## src/rtl/cwt_pkg.sv

```systemverilog
package cwt_pkg;

   // configuration port
   localparam int CSR_INDEX_W = 3;
   localparam int CSR_DATA_W  = 13;

   typedef enum logic [CSR_INDEX_W-1:0] {
      CSR_IMAGE_WIDTH     = 3'd0,
      CSR_IMAGE_HEIGHT    = 3'd1,
      CSR_WINDOW_ORIGIN_X = 3'd2,
      CSR_WINDOW_ORIGIN_Y = 3'd3,
      CSR_WINDOW_WIDTH    = 3'd4,
      CSR_WINDOW_HEIGHT   = 3'd5,
      CSR_GRID_PERIOD     = 3'd6
   } cwt_csr_index_type;

   typedef struct packed {
      logic [12:0] image_width;
      logic [12:0] image_height;
      logic [11:0] window_origin_x;
      logic [11:0] window_origin_y;
      logic [12:0] window_width;
      logic [12:0] window_height;
      logic [11:0] grid_period;
   } cwt_config_type;

   localparam logic [12:0] RESET_IMAGE_WIDTH     = 13'd640;
   localparam logic [12:0] RESET_IMAGE_HEIGHT    = 13'd480;
   localparam logic [11:0] RESET_WINDOW_ORIGIN_X = 12'd0;
   localparam logic [11:0] RESET_WINDOW_ORIGIN_Y = 12'd0;
   localparam logic [12:0] RESET_WINDOW_WIDTH    = 13'd640;
   localparam logic [12:0] RESET_WINDOW_HEIGHT   = 13'd480;
   localparam logic [11:0] RESET_GRID_PERIOD     = 12'd75;

   // gray level on grid lines
   localparam logic [7:0] GRID_GRAY = 8'd128;

   // red: r + floor(r*7/40), valid while r*47 < 10240
   localparam logic [7:0]  RED_LIMIT = 8'd218;
   localparam logic [13:0] RED_RECIP = 14'd11469;
   localparam int          RED_SHIFT = 16;

   // green: g + floor(g*71/1000), valid while g*1071 < 256000
   localparam logic [7:0]  GREEN_LIMIT = 8'd240;
   localparam logic [16:0] GREEN_RECIP = 17'd74449;
   localparam int          GREEN_SHIFT = 20;

   // depth of each queue
   localparam int QUEUE_DEPTH = 2;

   // classified pixel between front and back
   typedef struct packed {
      logic [7:0] red;
      logic [7:0] green;
      logic [7:0] blue;
      logic [7:0] alpha;
      logic [5:0] noise;
      logic       gray;
      logic       last;
   } cwt_pixel_type;

   // finished result
   typedef struct packed {
      logic [7:0] red;
      logic [7:0] green;
      logic [7:0] blue;
      logic [7:0] alpha;
      logic       last;
   } cwt_result_type;

   function automatic logic [7:0] tint_red(input logic [7:0] r);
      logic [23:0] prod;
      logic [8:0]  sum;
      prod = 24'(r) * 24'(RED_RECIP);
      sum  = 9'(r) + 9'(prod >> RED_SHIFT);
      return (r < RED_LIMIT) ? sum[7:0] : r;
   endfunction

   function automatic logic [7:0] tint_green(input logic [7:0] g);
      logic [24:0] prod;
      logic [8:0]  sum;
      prod = 25'(g) * 25'(GREEN_RECIP);
      sum  = 9'(g) + 9'(prod >> GREEN_SHIFT);
      return (g < GREEN_LIMIT) ? sum[7:0] : g;
   endfunction

   function automatic logic [7:0] tint_blue(input logic [7:0] b, input logic [5:0] nz);
      logic [9:0] triple;
      logic [8:0] sum;
      triple = 10'(b) * 10'd3;
      sum    = 9'(nz) + 9'(triple >> 2);
      return sum[7:0];
   endfunction

endpackage

```

## src/rtl/crop_window_grid_tint_filter.sv

```systemverilog
// crop window with diagonal gray grid and colour tint
//
// input queue: present a pixel and raise req_push; it is taken at a clock
// edge where req_full is low. req_frame_start marks the first pixel of a frame.
// only pixels inside the crop window make a result; others are dropped.
// result queue: while rsp_empty is low the oldest result sits on rsp_*;
// raise rsp_pop to take it. rsp_window_last flags the window's last pixel.
// csr port: csr_ready is always high, a write lands when csr_valid is high.
//
// flow: a kept pixel is classified by the front and written into the pixel
// queue at the edge that takes it; the back tints it into the result queue
// once that has room, and the head of the result queue drives the result ports.
// throughput: one pixel per cycle while req_full is low, set by the front
// classifier and the single tint stage; both queues are two deep.
// when the receiver stalls the result queue fills, then the pixel queue,
// then req_full rises; nothing is lost.
// reset: queues empty, raster position and grid phases zero, registers
// return to 640x480 image and window at origin 0,0, grid period 75.
module crop_window_grid_tint_filter import cwt_pkg::*; #(
   parameter int MAX_DIMENSION = 4096
) (
   input  logic                   clock,
   input  logic                   reset,
   // pixel input
   input  logic                   req_push,
   output logic                   req_full,
   input  logic [7:0]             req_red_in,
   input  logic [7:0]             req_green_in,
   input  logic [7:0]             req_blue_in,
   input  logic [7:0]             req_alpha_in,
   input  logic [5:0]             req_noise,
   input  logic                   req_frame_start,
   // result output
   output logic                   rsp_empty,
   input  logic                   rsp_pop,
   output logic [7:0]             rsp_red_out,
   output logic [7:0]             rsp_green_out,
   output logic [7:0]             rsp_blue_out,
   output logic [7:0]             rsp_alpha_out,
   output logic                   rsp_window_last,
   // register writes
   input  logic                   csr_valid,
   output logic                   csr_ready,
   input  logic [CSR_INDEX_W-1:0] csr_index,
   input  logic [CSR_DATA_W-1:0]  csr_data
);

   cwt_config_type cfg_ff, cfg_in;

   logic           accept;
   logic           kept_push;
   cwt_pixel_type  kept_pixel;
   logic           mid_full, mid_empty, mid_pop;
   logic [$bits(cwt_pixel_type)-1:0] mid_data;
   cwt_pixel_type  mid_pixel;
   logic           res_full, res_push;
   cwt_result_type res_in;
   logic [$bits(cwt_result_type)-1:0] res_data;
   cwt_result_type res_out;

   // register file, writes always taken
   assign csr_ready = 1'b1;

   always_comb begin
      cfg_in = cfg_ff;
      if (csr_valid) begin
         case (cwt_csr_index_type'(csr_index))
            CSR_IMAGE_WIDTH:     cfg_in.image_width     = csr_data;
            CSR_IMAGE_HEIGHT:    cfg_in.image_height    = csr_data;
            CSR_WINDOW_ORIGIN_X: cfg_in.window_origin_x = csr_data[11:0];
            CSR_WINDOW_ORIGIN_Y: cfg_in.window_origin_y = csr_data[11:0];
            CSR_WINDOW_WIDTH:    cfg_in.window_width    = csr_data;
            CSR_WINDOW_HEIGHT:   cfg_in.window_height   = csr_data;
            CSR_GRID_PERIOD:     cfg_in.grid_period     = csr_data[11:0];
            default:             cfg_in = cfg_ff;  // unused index, ignored
         endcase
      end
   end

   always_ff @(posedge clock) begin
      if (reset) begin
         cfg_ff.image_width     <= RESET_IMAGE_WIDTH;
         cfg_ff.image_height    <= RESET_IMAGE_HEIGHT;
         cfg_ff.window_origin_x <= RESET_WINDOW_ORIGIN_X;
         cfg_ff.window_origin_y <= RESET_WINDOW_ORIGIN_Y;
         cfg_ff.window_width    <= RESET_WINDOW_WIDTH;
         cfg_ff.window_height   <= RESET_WINDOW_HEIGHT;
         cfg_ff.grid_period     <= RESET_GRID_PERIOD;
      end else begin
         cfg_ff <= cfg_in;
      end
   end

   // input is held off whenever the pixel queue is full
   assign req_full = mid_full;
   assign accept   = req_push && !req_full;

   // front: raster tracking, window test, grid classification
   cwt_front #(
      .MAX_DIMENSION(MAX_DIMENSION)
   ) u_front (
      .clock       (clock),
      .reset       (reset),
      .cfg         (cfg_ff),
      .accept      (accept),
      .red_in      (req_red_in),
      .green_in    (req_green_in),
      .blue_in     (req_blue_in),
      .alpha_in    (req_alpha_in),
      .noise       (req_noise),
      .frame_start (req_frame_start),
      .kept_push   (kept_push),
      .kept_pixel  (kept_pixel)
   );

   // queue of kept pixels between front and back
   cwt_fifo #(
      .WIDTH($bits(cwt_pixel_type)),
      .DEPTH(QUEUE_DEPTH)
   ) u_mid_queue (
      .clock   (clock),
      .reset   (reset),
      .push    (kept_push),
      .wr_data (kept_pixel),
      .full    (mid_full),
      .pop     (mid_pop),
      .rd_data (mid_data),
      .empty   (mid_empty)
   );

   assign mid_pixel = cwt_pixel_type'(mid_data);

   // back: gray or tint arithmetic
   cwt_back u_back (
      .pixel_valid (!mid_empty),
      .pixel       (mid_pixel),
      .pixel_pop   (mid_pop),
      .result_full (res_full),
      .result_push (res_push),
      .result      (res_in)
   );

   // result queue, its head drives the output ports
   cwt_fifo #(
      .WIDTH($bits(cwt_result_type)),
      .DEPTH(QUEUE_DEPTH)
   ) u_rsp_queue (
      .clock   (clock),
      .reset   (reset),
      .push    (res_push),
      .wr_data (res_in),
      .full    (res_full),
      .pop     (rsp_pop),
      .rd_data (res_data),
      .empty   (rsp_empty)
   );

   assign res_out         = cwt_result_type'(res_data);
   assign rsp_red_out     = res_out.red;
   assign rsp_green_out   = res_out.green;
   assign rsp_blue_out    = res_out.blue;
   assign rsp_alpha_out   = res_out.alpha;
   assign rsp_window_last = res_out.last;

endmodule

```

## src/rtl/cwt_fifo.sv

```systemverilog
module cwt_fifo import cwt_pkg::*; #(
   parameter int WIDTH = 8,
   parameter int DEPTH = 2
) (
   input  logic             clock,
   input  logic             reset,
   input  logic             push,
   input  logic [WIDTH-1:0] wr_data,
   output logic             full,
   input  logic             pop,
   output logic [WIDTH-1:0] rd_data,
   output logic             empty
);

   localparam int PTR_W = (DEPTH > 1) ? $clog2(DEPTH) : 1;
   localparam int CNT_W = $clog2(DEPTH + 1);

   logic [WIDTH-1:0] mem_ff [DEPTH];
   logic [PTR_W-1:0] wr_ptr_ff, wr_ptr_in;
   logic [PTR_W-1:0] rd_ptr_ff, rd_ptr_in;
   logic [CNT_W-1:0] count_ff, count_in;
   logic             do_push, do_pop;

   assign full    = (count_ff == CNT_W'(DEPTH));
   assign empty   = (count_ff == '0);
   assign do_push = push && !full;
   assign do_pop  = pop && !empty;
   assign rd_data = mem_ff[rd_ptr_ff];

   always_comb begin
      wr_ptr_in = wr_ptr_ff;
      rd_ptr_in = rd_ptr_ff;
      count_in  = count_ff;
      if (do_push) begin
         wr_ptr_in = (wr_ptr_ff == PTR_W'(DEPTH - 1)) ? '0 : wr_ptr_ff + 1'b1;
      end
      if (do_pop) begin
         rd_ptr_in = (rd_ptr_ff == PTR_W'(DEPTH - 1)) ? '0 : rd_ptr_ff + 1'b1;
      end
      if (do_push && !do_pop) begin
         count_in = count_ff + 1'b1;
      end else if (do_pop && !do_push) begin
         count_in = count_ff - 1'b1;
      end
   end

   always_ff @(posedge clock) begin
      if (reset) begin
         wr_ptr_ff <= '0;
         rd_ptr_ff <= '0;
         count_ff  <= '0;
      end else begin
         wr_ptr_ff <= wr_ptr_in;
         rd_ptr_ff <= rd_ptr_in;
         count_ff  <= count_in;
      end
   end

   always_ff @(posedge clock) begin
      if (do_push) begin
         mem_ff[wr_ptr_ff] <= wr_data;
      end
   end

endmodule

```

## src/rtl/cwt_front.sv

```systemverilog
module cwt_front import cwt_pkg::*; #(
   parameter int MAX_DIMENSION = 4096
) (
   input  logic           clock,
   input  logic           reset,
   input  cwt_config_type cfg,
   input  logic           accept,
   input  logic [7:0]     red_in,
   input  logic [7:0]     green_in,
   input  logic [7:0]     blue_in,
   input  logic [7:0]     alpha_in,
   input  logic [5:0]     noise,
   input  logic           frame_start,
   output logic           kept_push,
   output cwt_pixel_type  kept_pixel
);

   localparam int DIM_W = (MAX_DIMENSION > 1) ? $clog2(MAX_DIMENSION) : 1;
   localparam int CW    = (DIM_W + 1 > 14) ? DIM_W + 1 : 14;
   localparam logic [CW-1:0] MAX_C = CW'(MAX_DIMENSION);

   logic [DIM_W-1:0] col_ff, col_in, row_ff, row_in;
   logic [11:0]      cph_ff, cph_in, rph_ff, rph_in;

   logic [DIM_W-1:0] col, row;
   logic [11:0]      cph, rph, period;
   logic [CW-1:0]    iw, ih, col_end, row_end, ox_end, oy_end;
   logic [CW-1:0]    col_next, row_next;
   logic [12:0]      cph_step, rph_step;
   logic             kept, gray, last_col;

   always_comb begin
      iw = (cfg.image_width == '0) ? CW'(1) :
           (CW'(cfg.image_width) > MAX_C) ? MAX_C : CW'(cfg.image_width);
      ih = (cfg.image_height == '0) ? CW'(1) :
           (CW'(cfg.image_height) > MAX_C) ? MAX_C : CW'(cfg.image_height);
      period  = (cfg.grid_period == '0) ? 12'd1 : cfg.grid_period;
      ox_end  = CW'(cfg.window_origin_x) + CW'(cfg.window_width);
      oy_end  = CW'(cfg.window_origin_y) + CW'(cfg.window_height);
      col_end = (ox_end < iw) ? ox_end : iw;
      row_end = (oy_end < ih) ? oy_end : ih;

      // a frame start puts this pixel at the origin
      col = frame_start ? '0 : col_ff;
      row = frame_start ? '0 : row_ff;
      cph = frame_start ? '0 : cph_ff;
      rph = frame_start ? '0 : rph_ff;

      col_next = CW'(col) + CW'(1);
      row_next = CW'(row) + CW'(1);

      kept = (CW'(col) >= CW'(cfg.window_origin_x)) && (CW'(col) < col_end) &&
             (CW'(row) >= CW'(cfg.window_origin_y)) && (CW'(row) < row_end);
      gray = (cph == rph) || ((13'(cph) + 13'(rph)) == 13'(period));
      last_col = (col_next == col_end);

      cph_step = 13'(cph) + 13'd1;
      rph_step = 13'(rph) + 13'd1;

      cph_in = cph;
      rph_in = rph;
      if (kept) begin
         if (last_col) begin
            cph_in = '0;
            rph_in = (rph_step >= 13'(period)) ? '0 : rph_step[11:0];
         end else begin
            cph_in = (cph_step >= 13'(period)) ? '0 : cph_step[11:0];
         end
      end

      // raster advance, full image wrap restarts the grid
      col_in = col_next[DIM_W-1:0];
      row_in = row;
      if (col_next >= iw) begin
         col_in = '0;
         if (row_next >= ih) begin
            row_in = '0;
            cph_in = '0;
            rph_in = '0;
         end else begin
            row_in = row_next[DIM_W-1:0];
         end
      end

      kept_push        = accept && kept;
      kept_pixel.red   = red_in;
      kept_pixel.green = green_in;
      kept_pixel.blue  = blue_in;
      kept_pixel.alpha = alpha_in;
      kept_pixel.noise = noise;
      kept_pixel.gray  = gray;
      kept_pixel.last  = last_col && (row_next == row_end);
   end

   always_ff @(posedge clock) begin
      if (reset) begin
         col_ff <= '0;
         row_ff <= '0;
         cph_ff <= '0;
         rph_ff <= '0;
      end else if (accept) begin
         col_ff <= col_in;
         row_ff <= row_in;
         cph_ff <= cph_in;
         rph_ff <= rph_in;
      end
   end

endmodule

```

## src/rtl/cwt_back.sv

```systemverilog
module cwt_back import cwt_pkg::*; (
   input  logic           pixel_valid,
   input  cwt_pixel_type  pixel,
   output logic           pixel_pop,
   input  logic           result_full,
   output logic           result_push,
   output cwt_result_type result
);

   assign pixel_pop   = pixel_valid && !result_full;
   assign result_push = pixel_pop;

   always_comb begin
      if (pixel.gray) begin
         result.red   = GRID_GRAY;
         result.green = GRID_GRAY;
         result.blue  = GRID_GRAY;
      end else begin
         result.red   = tint_red(pixel.red);
         result.green = tint_green(pixel.green);
         result.blue  = tint_blue(pixel.blue, pixel.noise);
      end
      result.alpha = pixel.alpha;
      result.last  = pixel.last;
   end

endmodule

```

## config.mk

```make
export PLATFORM = sky130hd
export DESIGN_NAME = crop_window_grid_tint_filter
export DESIGN_NICKNAME = d
export VERILOG_FILES = /design/src/rtl/cwt_pkg.sv /design/src/rtl/crop_window_grid_tint_filter.sv /design/src/rtl/cwt_fifo.sv /design/src/rtl/cwt_front.sv /design/src/rtl/cwt_back.sv
export SDC_FILE = /design/constraint.sdc
export NUM_CORES = 1
export LEC_CHECK = 0
export CAP_MARGIN = 20
export CORE_MARGIN = 2
export CORE_UTILIZATION = 39
export CTS_BUF_LIST = sky130_fd_sc_hd__clkbuf_8
export DETAILED_ROUTE_END_ITERATION = 8
export DONT_BUFFER_PORTS = 1
export PLACE_DENSITY = 0.51
export REMOVE_ABC_BUFFERS = 1
export SYNTH_ARGS = -nofsm -noshare
export SYNTH_HDL_FRONTEND = slang
export SYNTH_SLANG_ARGS = --single-unit
```

## constraint.sdc

```tcl
create_clock -name clock -period 9.3 [get_ports clock]
set_clock_uncertainty 0.15 [all_clocks]
set_input_delay 1.86 -clock clock [delete_from_list [all_inputs] [get_ports clock]]
set_output_delay 1.86 -clock clock [all_outputs]
set_load 0.005 [all_outputs]
```

# ---- Word level (Yosys, flattened, before mapping)
# Memory sizes are Yosys's and may differ from the RTL's. A register that Yosys moved wholly into a read port is not among the register bits.
# Index checks and enable logic that the tools add are counted.
# Widths: inputs -> output; s select.
dict set report classes {
  reduce_logical 39
  addsub 18
  mul 3
  mux 43
  n_lt_le_gt_ge 14
  eq_ne 12
}
# op n
set op_table {}
lappend op_table {{$mux 12} 18}
lappend op_table {{$mux 14} 4}
lappend op_table {{$add 12x1->13 const B} 4}
lappend op_table {{$add 12x13->14} 2}
lappend op_table {{$eq 14x14->1} 2}
lappend op_table {{$ge 14x14->1} 2}
lappend op_table {{$lt 12x14->1} 2}
lappend op_table {{$lt 14x14->1} 2}
lappend op_table {{$ge 13x12->1} 2}
lappend op_table {{$gt 13x13->1 const B} 2}
lappend op_table {{$logic_not 13->1} 2}
lappend op_table {{$mux 13} 2}
lappend op_table {{$mul 8x17->25 const B} 1}
lappend op_table {{$ge 12x12->1} 2}
lappend op_table {{$mux 24} 1}
lappend op_table {{$mul 8x14->22 const B} 1}
lappend op_table {{$lt 8x8->1 const B} 2}
lappend op_table {{$mux 8} 2}
lappend op_table {{$logic_and 1x1->1} 15}
lappend op_table {{$reduce_and 2->1} 7}
lappend op_table {{$add 12x12->13} 1}
lappend op_table {{$eq 13x12->1} 1}
lappend op_table {{$eq 12x12->1} 1}
lappend op_table {{$logic_not 12->1} 1}
lappend op_table {{other kinds (18)} 50}
dict set report totals {
  word_cells 148
  output_inout_bits 36
  ramBits 146
  register_bits 144
  in_bits 60
  n_memories 2
}
# name depth width read_ports rd_clocked_by_memory_dff wr line_no
set mem_list {}
lappend mem_list {u_mid_queue.mem_ff 2 40 1 1 1 cwt_fifo.sv:18} ;# logic [WIDTH-1:0] mem_ff [DEPTH];
lappend mem_list {u_rsp_queue.mem_ff 2 33 1 1 1 cwt_fifo.sv:18}

# ---- Longest topological paths before layout
# Gate-level depths: netlist of the first run.
dict set report logic_depth {
  ltp_word 15
  ltp_mapped 32
  depth_no_buf 31
}

# ---- Modules after synthesis
# From an unflattened synthesis of the first run, not the netlist that was laid out.
dict set report unflattened {
  cells_unflattened 2248
  hier_area_um2 22311.4
}
# mod cells_per_inst seq_area_each_um2 area_per_inst_um2 instances
set modules_own_cells {}
lappend modules_own_cells {cwt_front 1161 960.9 8922.3 1}
lappend modules_own_cells {cwt_back 483 0.0 4162.7 1}
lappend modules_own_cells {crop_window_grid_tint_filter 327 1761.7 3544.6 1}
lappend modules_own_cells {{cwt_fifo (u_mid_queue)} 149 2502.4 3090.5 1}
lappend modules_own_cells {{cwt_fifo (u_rsp_queue)} 128 2082.0 2591.2 1}

# ---- Worst setup path after synthesis of the first run
# No wires, ideal clock.
dict set report synth_timing {
  path_type {in2reg}
  start {input port req_frame_start}
  end {memory u_mid_queue.mem_ff[0][0] in the netlist's numbering, enable pin}
  required_ns 8.708
  path_slack_ns 1.037
  n_path_buf 7
  stages 19
  arrival_ns 7.671
  setup_ns 0.442
  path_cell_list {buf_2 > buf_2 > buf_1 > buf_1 > clkbuf_1 > clkbuf_1 > clkbuf_1 > nor2b_1 > ha_1 > nor2b_1 > o21ai_0 > nand2b_1 > a2111oi_0 > o21ai_0 > a2111o_1 > a31oi_1 > o221a_4 > and2_1 > nor2b_1}
}
dict set report synth_via {
  elab_chain_cells 9
  elab_cells_between_ends 13
  classes_between {4 x order compare; 4 x mux; 5 x reduce/logical}
}
# element line_no
set synth_rtl {}
lappend synth_rtl {{start, declared} crop_window_grid_tint_filter.sv:32} ;# input logic req_frame_start,
lappend synth_rtl {{$mux 12} cwt_front.sv:44} ;# col = frame_start ? '0 : col_ff;
lappend synth_rtl {{$lt 12x14->1 or $ge 12x12->1 (tied branches)} cwt_front.sv:52} ;# kept = (CW'(col) >= CW'(cfg.window_origin_x)) && (CW'(col) < col_end) &&
lappend synth_rtl {{$logic_and 1x1->1 (2 in series)} cwt_front.sv:52}
lappend synth_rtl {{$logic_and 1x1->1 *} cwt_front.sv:53} ;# (CW'(row) >= CW'(cfg.window_origin_y)) && (CW'(row) < row_end);
lappend synth_rtl {{$logic_and 1x1->1 *} cwt_front.sv:85} ;# kept_push = accept && kept;
lappend synth_rtl {{$logic_and 1x1->1 *} cwt_fifo.sv:26} ;# assign do_push = push && !full;
lappend synth_rtl {{net u_mid_queue.do_push} cwt_fifo.sv:22} ;# logic do_push, do_pop;
lappend synth_rtl {{$mux 1 *} cwt_fifo.sv:60} ;# if (do_push) begin
lappend synth_rtl {{$mux 1 (not written as such) *} cwt_fifo.sv:61} ;# mem_ff[wr_ptr_ff] <= wr_data;
lappend synth_rtl {{end, declared} cwt_fifo.sv:18}
# Mark *: on every way through the listed nets, which the timed path passes. The rest lies on a longest branch.

# ---- Worst setup path in the final report of the first run
dict set report layout_timing {
  start {register cfg_ff[41] in the netlist's numbering}
  end {memory u_mid_queue.mem_ff[1][4] in the netlist's numbering, enable pin}
}
dict set report layout_via {
  elab_chain_cells 9
  elab_cells_between_ends 11
  classes_between {1 x add/sub; 3 x order compare; 3 x mux; 4 x reduce/logical}
}
# element line_no
set layout_rtl {}
lappend layout_rtl {{start, declared} crop_window_grid_tint_filter.sv:48} ;# cwt_config_type cfg_ff, cfg_in;
lappend layout_rtl {{start signal, assigned} crop_window_grid_tint_filter.sv:90} ;# cfg_ff <= cfg_in;
lappend layout_rtl {{$add 12x13->14} cwt_front.sv:39} ;# oy_end = CW'(cfg.window_origin_y) + CW'(cfg.window_height);
lappend layout_rtl {{$lt 14x14->1} cwt_front.sv:41} ;# row_end = (oy_end < ih) ? oy_end : ih;
lappend layout_rtl {{$mux 14} cwt_front.sv:41}
lappend layout_rtl {{$lt 12x14->1} cwt_front.sv:53}
lappend layout_rtl {{$logic_and 1x1->1 *} cwt_front.sv:53}
lappend layout_rtl {{$logic_and 1x1->1 *} cwt_front.sv:85}
lappend layout_rtl {{$logic_and 1x1->1 *} cwt_fifo.sv:26}
lappend layout_rtl {{$mux 1 *} cwt_fifo.sv:60}
lappend layout_rtl {{$mux 1 (not written as such) *} cwt_fifo.sv:61}
# Mark *: on every way between the ends. The rest lies on a longest branch, timed or not.

==> results of run 1 <==
==> state kept, by name (all words and copies together), names as in the netlist, named ones only <==
| name | cells |
|---|---|
| cfg_ff | 88 |
| u_mid_queue.mem_ff | 80 |
| u_rsp_queue.mem_ff | 66 |
| u_front.col_ff | 12 |
| u_front.cph_ff | 12 |
| u_front.row_ff | 12 |
| u_front.rph_ff | 12 |
| u_mid_queue.count_ff | 2 |
| u_rsp_queue.count_ff | 2 |
| u_mid_queue.rd_ptr_ff | 1 |
| u_mid_queue.wr_ptr_ff | 1 |
| u_rsp_queue.rd_ptr_ff | 1 |
| u_rsp_queue.wr_ptr_ff | 1 |
==> per-stage QoR <==
step	worst slack [ns]	hold WS [ns]	power, mW	utilization
after floorplan	1.11	0.276	5.21	-
after global placement	1.68	0.286	6.14	0.410
after detailed placement	1.53	0.292	6.26	0.411
after CTS	1.51	0.304	7.57	0.430
after global routing	1.00	0.333	8.33	0.430
final	1.50	0.302	7.46	0.430
==> power groups by stage <==
| stage | Clock [mW] | Sequential, mW | Combinational [mW] |
|---|---|---|---|
| finish | 1.25 | 1.73 | 4.48 |
| global route | 1.35 | 1.75 | 5.23 |
| CTS | 1.29 | 1.74 | 4.54 |
| detailed placement | 0 | 1.76 | 4.49 |
| global placement | 0 | 1.76 | 4.38 |
| floorplan | 0 | 1.75 | 3.46 |
==> worst paths after layout <==
path,from,end,slack [ns]
setup reg to reg,cfg_ff[41]$_SDFFE_PP0P_,u_mid_queue.mem_ff[1][4]$_DFFE_PP_,1.50
setup / recovery,cfg_ff[41]$_SDFFE_PP0P_,u_mid_queue.mem_ff[1][4]$_DFFE_PP_,1.50
hold reg to reg,u_front.col_ff[10]$_SDFFE_PP0P_,u_front.col_ff[10]$_SDFFE_PP0P_,0.30
hold / removal,u_front.col_ff[10]$_SDFFE_PP0P_,u_front.col_ff[10]$_SDFFE_PP0P_,0.30
==> cell type report <==
type,instances,area share
Timing Repair Buffer,16,0.00624
Multi-Input combinational cell,1731,0.566
Inverter,185,0.0299
Sequential cell,292,0.314
Tap cell,696,0.0374
Clock inverter,37,0.0118
Clock buffer,58,0.0343
==> cells in the mapped netlist, types with 11 or more instances <==
cell | instances | share of area
ha_1 | 297 | 0.17
nand2_1 | 268 | 0.047
inv_1 | 184 | 0.032
a21oi_1 | 173 | 0.040
dfxtp_1 | 146 | 0.14
edfxtp_1 | 146 | 0.20
nor2_1 | 126 | 0.022
nor2b_1 | 74 | 0.022
nand3_1 | 71 | 0.017
mux2_2 | 69 | 0.036
o21ai_0 | 68 | 0.016
xnor2_1 | 63 | 0.026
xor2_1 | 63 | 0.026
clkbuf_1 | 51 | 0.0089
a21o_1 | 48 | 0.017
fa_1 | 43 | 0.040
nand2b_1 | 33 | 0.0096
and3_1 | 28 | 0.0082
nor3_1 | 28 | 0.0065
mux2i_1 | 19 | 0.0089
nor4_1 | 18 | 0.0053
a211oi_1 | 17 | 0.0060
o211ai_1 | 15 | 0.0053
o21a_1 | 15 | 0.0053
a31oi_1 | 14 | 0.0041
nand4_1 | 14 | 0.0041
a22oi_1 | 13 | 0.0046
and2_1 | 11 | 0.0032
==> worst reg2reg max path, delay by kind of cell (launching register included) <==
| family | cells | cell delay [ns] |
|---|---|---|
| flops | 1 | 0.33 |
| fa+ha+maj | 3 | 0.93 |
| xor+xnor | 1 | 0.19 |
| buf+inv | 2 | 0.54 |
| simple gates | 4 | 0.99 |
| compound gates | 18 | 4.40 |
==> routing by layer <==
metal	global-route usage	vias to the layer above
li1	-	8119
met1	0.261	7749
met2	0.339	313
met3	0.0385	75
met4	0.0585	0
met5	0	-
==> cells by family (layout without fill, tap and decap cells) <==
| logic type | after synthesis | in the layout | synth area share |
|---|---|---|---|
| buffers and inverters | 253 | 296 | 0.0457 |
| AND/OR/NAND/NOR | 716 | 716 | 0.162 |
| adder cells (fa/ha/maj) | 340 | 340 | 0.214 |
| flip-flops | 292 | 292 | 0.341 |
| AO/OA/AOI/OAI | 459 | 459 | 0.139 |
| multiplexers | 88 | 88 | 0.0452 |
| other | 1 | 1 | 0.000175 |
| XOR/XNOR | 127 | 127 | 0.0527 |
==> flow_summary_export.csv, run 1 <==
group,metric,value,unit
floorplan,die_area,56800,µm²
grt,grtUsageTotal,0.201,
grt,grt_pass1_vias,16300,
floorplan,start_util,0.396,
synthesis,ys.flop_type,"edfxtp_1",
clock_tree,clock_path_buffers,3,
synthesis,avgSynthCellArea,9.41,µm²
clock_tree,cts_setup_buffers,0,
sta,slew_headroom,0.322,
drt,drtIter0Drc,935,
layout,seqCellArea,7310,µm²
worst_setup_path,cp_slowest_stage_delay,0.71,ns
layout,nNetsFinal,2680,
layout,final_common_cell,"ha_1",
pwr,switching_share,0.417,
drt,wl,56.7,mm
worst_setup_path,path_delay_family,"compound AO/OA/AOI/OAI gates",
drt,vias,16300,
pwr,p_int,4.35,mW
placement,dp_cells,2920,
floorplan,die_w,238,µm
layout,diodes,0,
drt,vias_per_cell,5.39,
clock_tree,cts_hold_buf,0,
drt,wl_met3,2.77,mm
pwr,p_seq_frac,0.232,
clock_tree,cts_tree,"done",
grt,grt_max_degree,114,
worst_setup_path,cp.arrival,8.01,ns
layout,final_design_area_no_fill,23300,µm²
sta,tightest_slew,1.01,ns
drt,wl_met2,26.7,mm
floorplan,ios,96,
sta,hold_violations,0,
synthesis,async_flop_share,0,
synthesis,synth-seq-cells,292,
drt,dr.pass1.iters,5,
clock_tree,cts.sinks,292,
worst_setup_path,cp_num_cells,28,
clock_tree,clkLatencyLatePin,0.66,ns
sta,period_needed,7.80,ns
grt,antenna_found_initial,0,
pwr,clkPwrFrac,0.167,
worst_setup_path,cp.required,9.50,ns
clock_tree,numCtsBuffers,54,
clock_tree,clk_pin_slew,0.06,ns
sta,timing.final.crit_share,0.839,
worst_setup_path,critical_path.most_common_cell,"a21oi_1",
worst_setup_path,critical_path_peak_fanout,26,
layout,drive_gt1_frac,0.0841,
sta,setup_tns,0,ns
sta,setup_viol_count_final,0,
worst_setup_path,crit_path_start_kind,"flop",
synthesis,syn_inst,2276,
grt,grt_pass1_wl,90.4,mm
floorplan,core-area,54000,µm²
outcome,status,"completed",
placement,gp_congestion,0.898,
pwr,irDropWorstVdd,394,µV
pwr,p_comb_frac,0.600,
pwr,p_sw,3.11,mW
worst_setup_path,rr_worst_depth,28,
worst_setup_path,path_buf_inv,2,
clock_tree,cts-root-buf,"clkbuf_8",
synthesis,ys_warn_count,0,
clock_tree,htree_levels,2,
job,maxCapViolCount,0,
layout,multiInputGateArea,13200,µm²
placement,place_hpwl,43.5,mm
layout,syn2layout_area_growth,8.64,%
min_path,worstHoldPathType,"reg2reg",
placement,placed_cell_area,22200,µm²
pwr,pwr_density_cell,321,nW/µm²
clock_tree,cts_resized,0,
drt,top_layer,"met4",
min_path,hold_depth,2,
worst_setup_path,cpMaxStageDelayCell,"and3_2",
drt,ant_nets,0,
layout,nFillCells,5348,
placement,portBuffers,0,
layout,final_cell_mix,"ha_1, nand2_1, inv_1",
worst_setup_path,endpoint_kind,"flop",
pwr,p_leak,9.93,nW
sta,drv_slew,0,
drt,drcViolationCount,0,
worst_setup_path,worstSetupPathType,"reg2reg",
drt,wl_per_cell,18.8,µm
floorplan,die_h,238,µm
drt,wl_met1,25.9,mm
synthesis,synth_edf_count,146,
sta,max_freq,128,MHz
layout,fin_cells,3015,
synthesis,seq_area_frac_synth,0.341,
grt,grt_overflow_total,0,
sta,rsz0062_at_grt,"false",
floorplan,std_cell_rows,85,
synthesis,synth.cell_area,21400,µm²
synthesis,ys_types,85,
(Power assumes the default switching activity.)
==> run 2, diff against run 1 <==
--- a/config.mk
+++ b/config.mk
@@ -11,7 +11,7 @@
 export CTS_BUF_LIST = sky130_fd_sc_hd__clkbuf_8
 export DETAILED_ROUTE_END_ITERATION = 8
 export DONT_BUFFER_PORTS = 1
-export PLACE_DENSITY = 0.51
+export PLACE_DENSITY = 0.53
 export REMOVE_ABC_BUFFERS = 1
 export SYNTH_ARGS = -nofsm -noshare
 export SYNTH_HDL_FRONTEND = slang
==> constraint.sdc (replaced) <==
create_clock -name clock -period 6.7 [get_ports clock]
set_clock_uncertainty 0.15 [all_clocks]
set_input_delay 1.34 -clock clock [delete_from_list [all_inputs] [get_ports clock]]
set_output_delay 1.34 -clock clock [all_outputs]
set_load 0.005 [all_outputs]
==> run 2 against run 1 <==
Compared with the run above: sequential cell count did not move; final cell count is 1.7% higher; wire length increased by 3.0%; final area increased by 2.7%; die area is the same; core utilization up 1.2 points; critical path depth rose by 1; first-iteration DRC count grew 7.6%; sequential power rose by 39%; clock-buffer cell count fell by 4; critical endpoint is now u_mid_queue.count_ff[1]$_SDFFE_PP0P_; largest power group unchanged.
==> flow_summary_export.csv, run 2 (same netlist as run 1, synthesis figures left out) <==
group,metric,value,unit
grt,grt_busiest_layer,"met2",
clock_tree,cts_tree,"done",
grt,grt_pass1_wl,91.6,mm
worst_setup_path,rr_worst_depth,29,
sta,hold_violations,0,
grt,grt_pass1_vias,16600,
sta,setup_tns,0,ns
drt,wl,58.4,mm
worst_setup_path,crit_path_start_kind,"flop",
worst_setup_path,path_delay_family,"compound AO/OA/AOI/OAI gates",
floorplan,core-area,54000,µm²
layout,largestRegisters,"cfg_ff (88), u_mid_queue.mem_ff (80), u_rsp_queue.mem_ff (66)",
drt,ant_nets,0,
placement,portBuffers,0,
worst_setup_path,endpoint_kind,"flop",
sta,timing.final.crit_share,0.964,
drt,vias_per_cell,5.43,
worst_setup_path,cpMaxStageDelayCell,"fa_1",
floorplan,die_h,238,µm
placement,place_hpwl,44.8,mm
sta,drv_slew,0,
outcome,status,"completed",
worst_setup_path,r2r_slack,0.24,ns
grt,grtUsageTotal,0.204,
layout,nFillCells,5291,
floorplan,std_cell_rows,85,
min_path,worstHoldPathType,"reg2reg",
layout,drive_gt1_frac,0.117,
clock_tree,numCtsBuffers,50,
worst_setup_path,r2r_end,"u_mid_queue.count_ff[1]$_SDFFE_PP0P_",
clock_tree,clock_path_buffers,3,
layout,nNetsFinal,2734,
clock_tree,cts-root-buf,"clkbuf_8",
placement,placement.setup.worst_slack,-0.107,ns
floorplan,ios,96,
layout,syn2layout_area_growth,11.6,%
sta,max_freq,155,MHz
grt,grt_max_degree,114,
grt,grt_overflow_total,0,
worst_setup_path,critical_path_peak_fanout,7,
sta,period_needed,6.46,ns
worst_setup_path,critical_path.most_common_cell,"ha_1",
pwr,p_leak,10.2,nW
worst_setup_path,cp.required,7.11,ns
grt,use_met2,0.344,
pwr,pwr_density_cell,445,nW/µm²
layout,top_register,"cfg_ff",
sta,setup_viol_count_final,0,
placement,gp_congestion,0.920,
worst_setup_path,worstSetupPathType,"reg2reg",
sta,tightest_slew,1.12,ns
clock_tree,htree_levels,2,
job,maxCapViolCount,0,
layout,diodes,0,
layout,fin_util,0.442,
min_path,hold_path_end,"u_front.col_ff[10]$_SDFFE_PP0P_",
worst_setup_path,path_buf_inv,1,
drt,vias,16700,
drt,drtIter0Drc,1006,
grt,use_met1,0.262,
clock_tree,cts.sinks,292,
sta,whs,0.309,ns
worst_setup_path,cp.arrival,6.87,ns
drt,drcViolationCount,0,
floorplan,die_area,56800,µm²
clock_tree,clkLatencyLatePin,0.64,ns
drt,wl_per_cell,19.1,µm
min_path,hold_depth,2,
layout,final_common_cell,"ha_1",
floorplan,start_util,0.396,
worst_setup_path,cp_slowest_stage_delay,0.44,ns
layout,final_cell_mix,"ha_1, nand2_1, inv_1",
pwr,irDropWorstVdd,444,µV
sta,slew_headroom,0.255,
grt,antenna_found_initial,0,
grt,grt_util_met3,0.0382,
placement,placed_cell_area,22600,µm²
min_path,hp-start,"u_front.col_ff[10]$_SDFFE_PP0P_",
floorplan,die_w,238,µm
worst_setup_path,r2r_start,"cfg_ff[25]$_SDFFE_PP0P_",
sta,setup_ws,0.239,ns
clock_tree,clk_pin_slew,0.06,ns
layout,final_design_area_no_fill,23900,µm²
drt,dr.pass1.iters,5,
layout,largest_register_ffs,88,
==> run 2: changes by cell type in the layout (fill, tap and decap cells not counted), sizes merged <==
cell,change
buf,+58
clkbuf,-4
inv,-3
clkinvlp,+1
==> run 2: final cells by class <==
type                    count  area, µm²  share of cell area
clock buffers              54        743              0.0311
clock inverters            35        272              0.0114
inverters                 185        694              0.0291
multi-input cells        1731      13400               0.559
flip-flops and latches    292       7320               0.306
well taps                 696        871              0.0365
repair buffers             74        626              0.0262
==> run 2: power by group <==
group | internal (mW) | leakage (nW) | total, mW | switching (mW)
sequential | 2.29 | 2.53 | 2.41 | 0.116
clock | 0.903 | 0.561 | 1.67 | 0.767
combinational | 3.02 | 7.12 | 6.56 | 3.54
==> run 2: metrics by stage <==
step,instances,power (mW)
finish,3067,10.6
global route,3067,11.8
CTS,3064,10.6
detailed placement,2975,8.83
global placement,2975,8.65
floorplan,2208,7.23
==> run 2: layer usage <==
layer / vias up / wire length (µm)
met2: 401 / 27500
li1: 8224 / -
met1: 7927 / 25700
met3: 108 / 3380
met5: - / 0
met4: 0 / 1900
==> run 2: worst max-delay path by stage <==
| stage | startpoint | to | slack, ns | depth (start not counted) |
|---|---|---|---|---|
| 6_report | cfg_ff[25]$_SDFFE_PP0P_ | u_mid_queue.count_ff[1]$_SDFFE_PP0P_ | 0.24 | 29 |
| 3_3_place_gp | cfg_ff[13]$_SDFFE_PP0P_ | u_mid_queue.count_ff[1]$_SDFFE_PP0P_ | -0.07 | 29 |
| 4_1_cts | flop | u_rsp_queue.mem_ff[1][32]$_DFFE_PP_ | 0.01 | 20 |
| 3_5_place_dp | cfg_ff[13]$_SDFFE_PP0P_ | u_mid_queue.count_ff[1]$_SDFFE_PP0P_ | -0.11 | 29 |
| 5_1_grt | flop | u_rsp_queue.mem_ff[0][32]$_DFFE_PP_ | -0.01 | 22 |
| 2_1_floorplan | cfg_ff[15]$_SDFFE_PP0P_ | u_mid_queue.mem_ff[0][0]$_DFFE_PP_ | -1.49 | 27 |
==> run 2: what timing repair did <==
item / CTS / global route
endpoints found under the setup margin: 91 / 122
resized for setup: 5 / 42
hold buffers: 0 / 0
pin swaps: 0 / 27
setup buffers: 0 / 3
==> run 2: worst reg2reg max path: cells and delay by family, from the launching register on <==
family                     cells  cell delay, ns
xor gates and xnor gates       1            0.07
buffers and inverters          1            0.17
adders and majority gates      5            1.39
AOI/OAI and AO/OA             11            2.18
and+or+nand+nor               11            2.11
DFF                            1            0.33
==> run 3, diff against run 2 <==
--- a/config.mk
+++ b/config.mk
@@ -6,6 +6,7 @@
 export NUM_CORES = 1
 export LEC_CHECK = 0
 export CAP_MARGIN = 20
+export CORE_ASPECT_RATIO = 0.9
 export CORE_MARGIN = 2
 export CORE_UTILIZATION = 39
 export CTS_BUF_LIST = sky130_fd_sc_hd__clkbuf_8
==> run 3 against run 2 <==
Compared with the run above: critical path depth grew 2; global-route usage shrank 0.48 points; wire length shrank 1.8%; total power grew 0.49%; setup slack gained 0.070 ns; clock-buffer cell count grew 6; die area is essentially flat; critical endpoint is now u_mid_queue.mem_ff[0][1]$_DFFE_PP_; largest cell class unchanged; largest power group unchanged.
==> flow_summary_export.csv, run 3 (same netlist as run 1, synthesis figures left out) <==
group,metric,value,unit
outcome,status,"completed",
clock_tree,htree_levels,2,
worst_setup_path,worstSetupPathType,"reg2reg",
clock_tree,clkLatencyLatePin,0.65,ns
grt,antenna_found_initial,0,
drt,drtIter0Drc,1025,
worst_setup_path,endpoint_kind,"flop",
sta,timing.final.crit_share,0.954,
worst_setup_path,cpMaxStageDelayCell,"a2111o_1",
placement,portBuffers,0,
grt,grt_pass1_vias,16400,
clock_tree,clock_path_buffers,3,
pwr,irDropWorstVdd,427,µV
pwr,pwr_density_cell,442,nW/µm²
drt,wl_per_cell,18.5,µm
layout,final_common_cell,"ha_1",
layout,top_register,"cfg_ff",
layout,largest_register_ffs,88,
grt,grt_max_degree,114,
layout,nNetsFinal,2755,
sta,hold_violations,0,
grt,grt_pass1_wl,90.0,mm
layout,final_cell_mix,"ha_1, nand2_1, inv_1",
worst_setup_path,cp.required,6.88,ns
worst_setup_path,path_delay_family,"compound AO/OA/AOI/OAI gates",
drt,wl,57.4,mm
floorplan,start_util,0.394,
worst_setup_path,crit_path_start_kind,"flop",
floorplan,std_cell_rows,81,
worst_setup_path,rr_worst_depth,31,
min_path,hold_depth,2,
clock_tree,cts_tree,"done",
layout,drive_gt1_frac,0.126,
worst_setup_path,cp_num_cells,31,
clock_tree,cts.sinks,292,
drt,drcViolationCount,0,
sta,drv_slew,0,
floorplan,die_area,56800,µm²
drt,vias,16800,
grt,grt_overflow_total,0,
worst_setup_path,path_buf_inv,3,
sta,setup_tns,0,ns
worst_setup_path,cp_slowest_stage_delay,0.38,ns
worst_setup_path,cp.arrival,6.57,ns
layout,largestRegisters,"cfg_ff (88), u_mid_queue.mem_ff (80), u_rsp_queue.mem_ff (66)",
layout,diodes,0,
placement,place_hpwl,43.0,mm
pwr,p_leak,10.3,nW
clock_tree,numCtsBuffers,53,
job,maxCapViolCount,0,
min_path,worstHoldPathType,"reg2reg",
placement,dp_cells,2993,
floorplan,die_h,226,µm
sta,slew_headroom,0.271,
clock_tree,cts_hold_buf,0,
layout,fin_cells,3100,
floorplan,die_w,251,µm
grt,grtUsageTotal,0.200,
worst_setup_path,critical_path_peak_fanout,7,
placement,gp_congestion,0.912,
layout,syn2layout_area_growth,13.0,%
sta,max_freq,156,MHz
clock_tree,cts-root-buf,"clkbuf_8",
sta,tightest_slew,1.09,ns
drt,ant_nets,0,
drt,dr.pass1.iters,5,
floorplan,ios,96,
drt,vias_per_cell,5.41,
layout,fin_util,0.445,
placement,placed_cell_area,22700,µm²
sta,period_needed,6.39,ns
floorplan,core-area,54300,µm²
sta,setup_viol_count_final,0,
layout,final_design_area_no_fill,24200,µm²
clock_tree,clk_pin_slew,0.06,ns
==> run 3: path summary, 6_finish.rpt <==
check                               start                                  to  slack (ns)
hold reg to reg   cfg_ff[75]$_SDFFE_PP0P_             cfg_ff[75]$_SDFFE_PP0P_        0.31
hold / removal    cfg_ff[75]$_SDFFE_PP0P_             cfg_ff[75]$_SDFFE_PP0P_        0.31
setup reg to reg  cfg_ff[12]$_SDFFE_PP0P_  u_mid_queue.mem_ff[0][1]$_DFFE_PP_        0.31
setup / recovery  cfg_ff[12]$_SDFFE_PP0P_  u_mid_queue.mem_ff[0][1]$_DFFE_PP_        0.31
==> run 3: layout make-up <==
cell class	count	area [µm²]
clock buffers	60	826
repair buffers	92	840
inverters	185	694
fillers	5203	30100
multi-input cells	1731	13400
flip-flops and latches	292	7320
well taps	705	882
clock inverters	35	268
==> run 3: stage by stage <==
stage | total power [mW] | worst slack (ns) | hold slack (ns)
global route | 11.8 | -0.0309 | 0.332
CTS | 10.6 | 0.00971 | 0.309
detailed placement | 8.78 | -0.119 | 0.299
floorplan | 7.23 | -1.49 | 0.276
finish | 10.7 | 0.309 | 0.311
global placement | 8.61 | -0.170 | 0.295
==> run 3: routing by layer <==
| metal | global-route usage | part of all wire |
|---|---|---|
| met1 | 0.281 | 0.48 |
| met2 | 0.321 | 0.45 |
| met3 | 0.0289 | 0.042 |
| met4 | 0.0543 | 0.022 |
| met5 | 0 | 0 |
==> run 3: worst min-delay path: cells and delay by family, from the launching register on <==
family           cells  cell delay, ns
AND/OR/NAND/NOR      1            0.05
AO/OA/AOI/OAI        1            0.05
flip-flops           1            0.31
==> run 3: power by group <==
part	switching, mW	leakage, nW	internal [mW]	total, mW
logic	3.51	7.22	3.05	6.56
registers	0.0818	2.53	2.29	2.37
clock network	0.782	0.586	0.976	1.76
total	4.38	10.3	6.31	10.7
==> run 3: what timing repair did <==
item	CTS	global route
gates resized for setup	4	49
pin swaps	2	30
setup endpoints to repair	87	121
buffers inserted	0	8
gates cloned	0	3
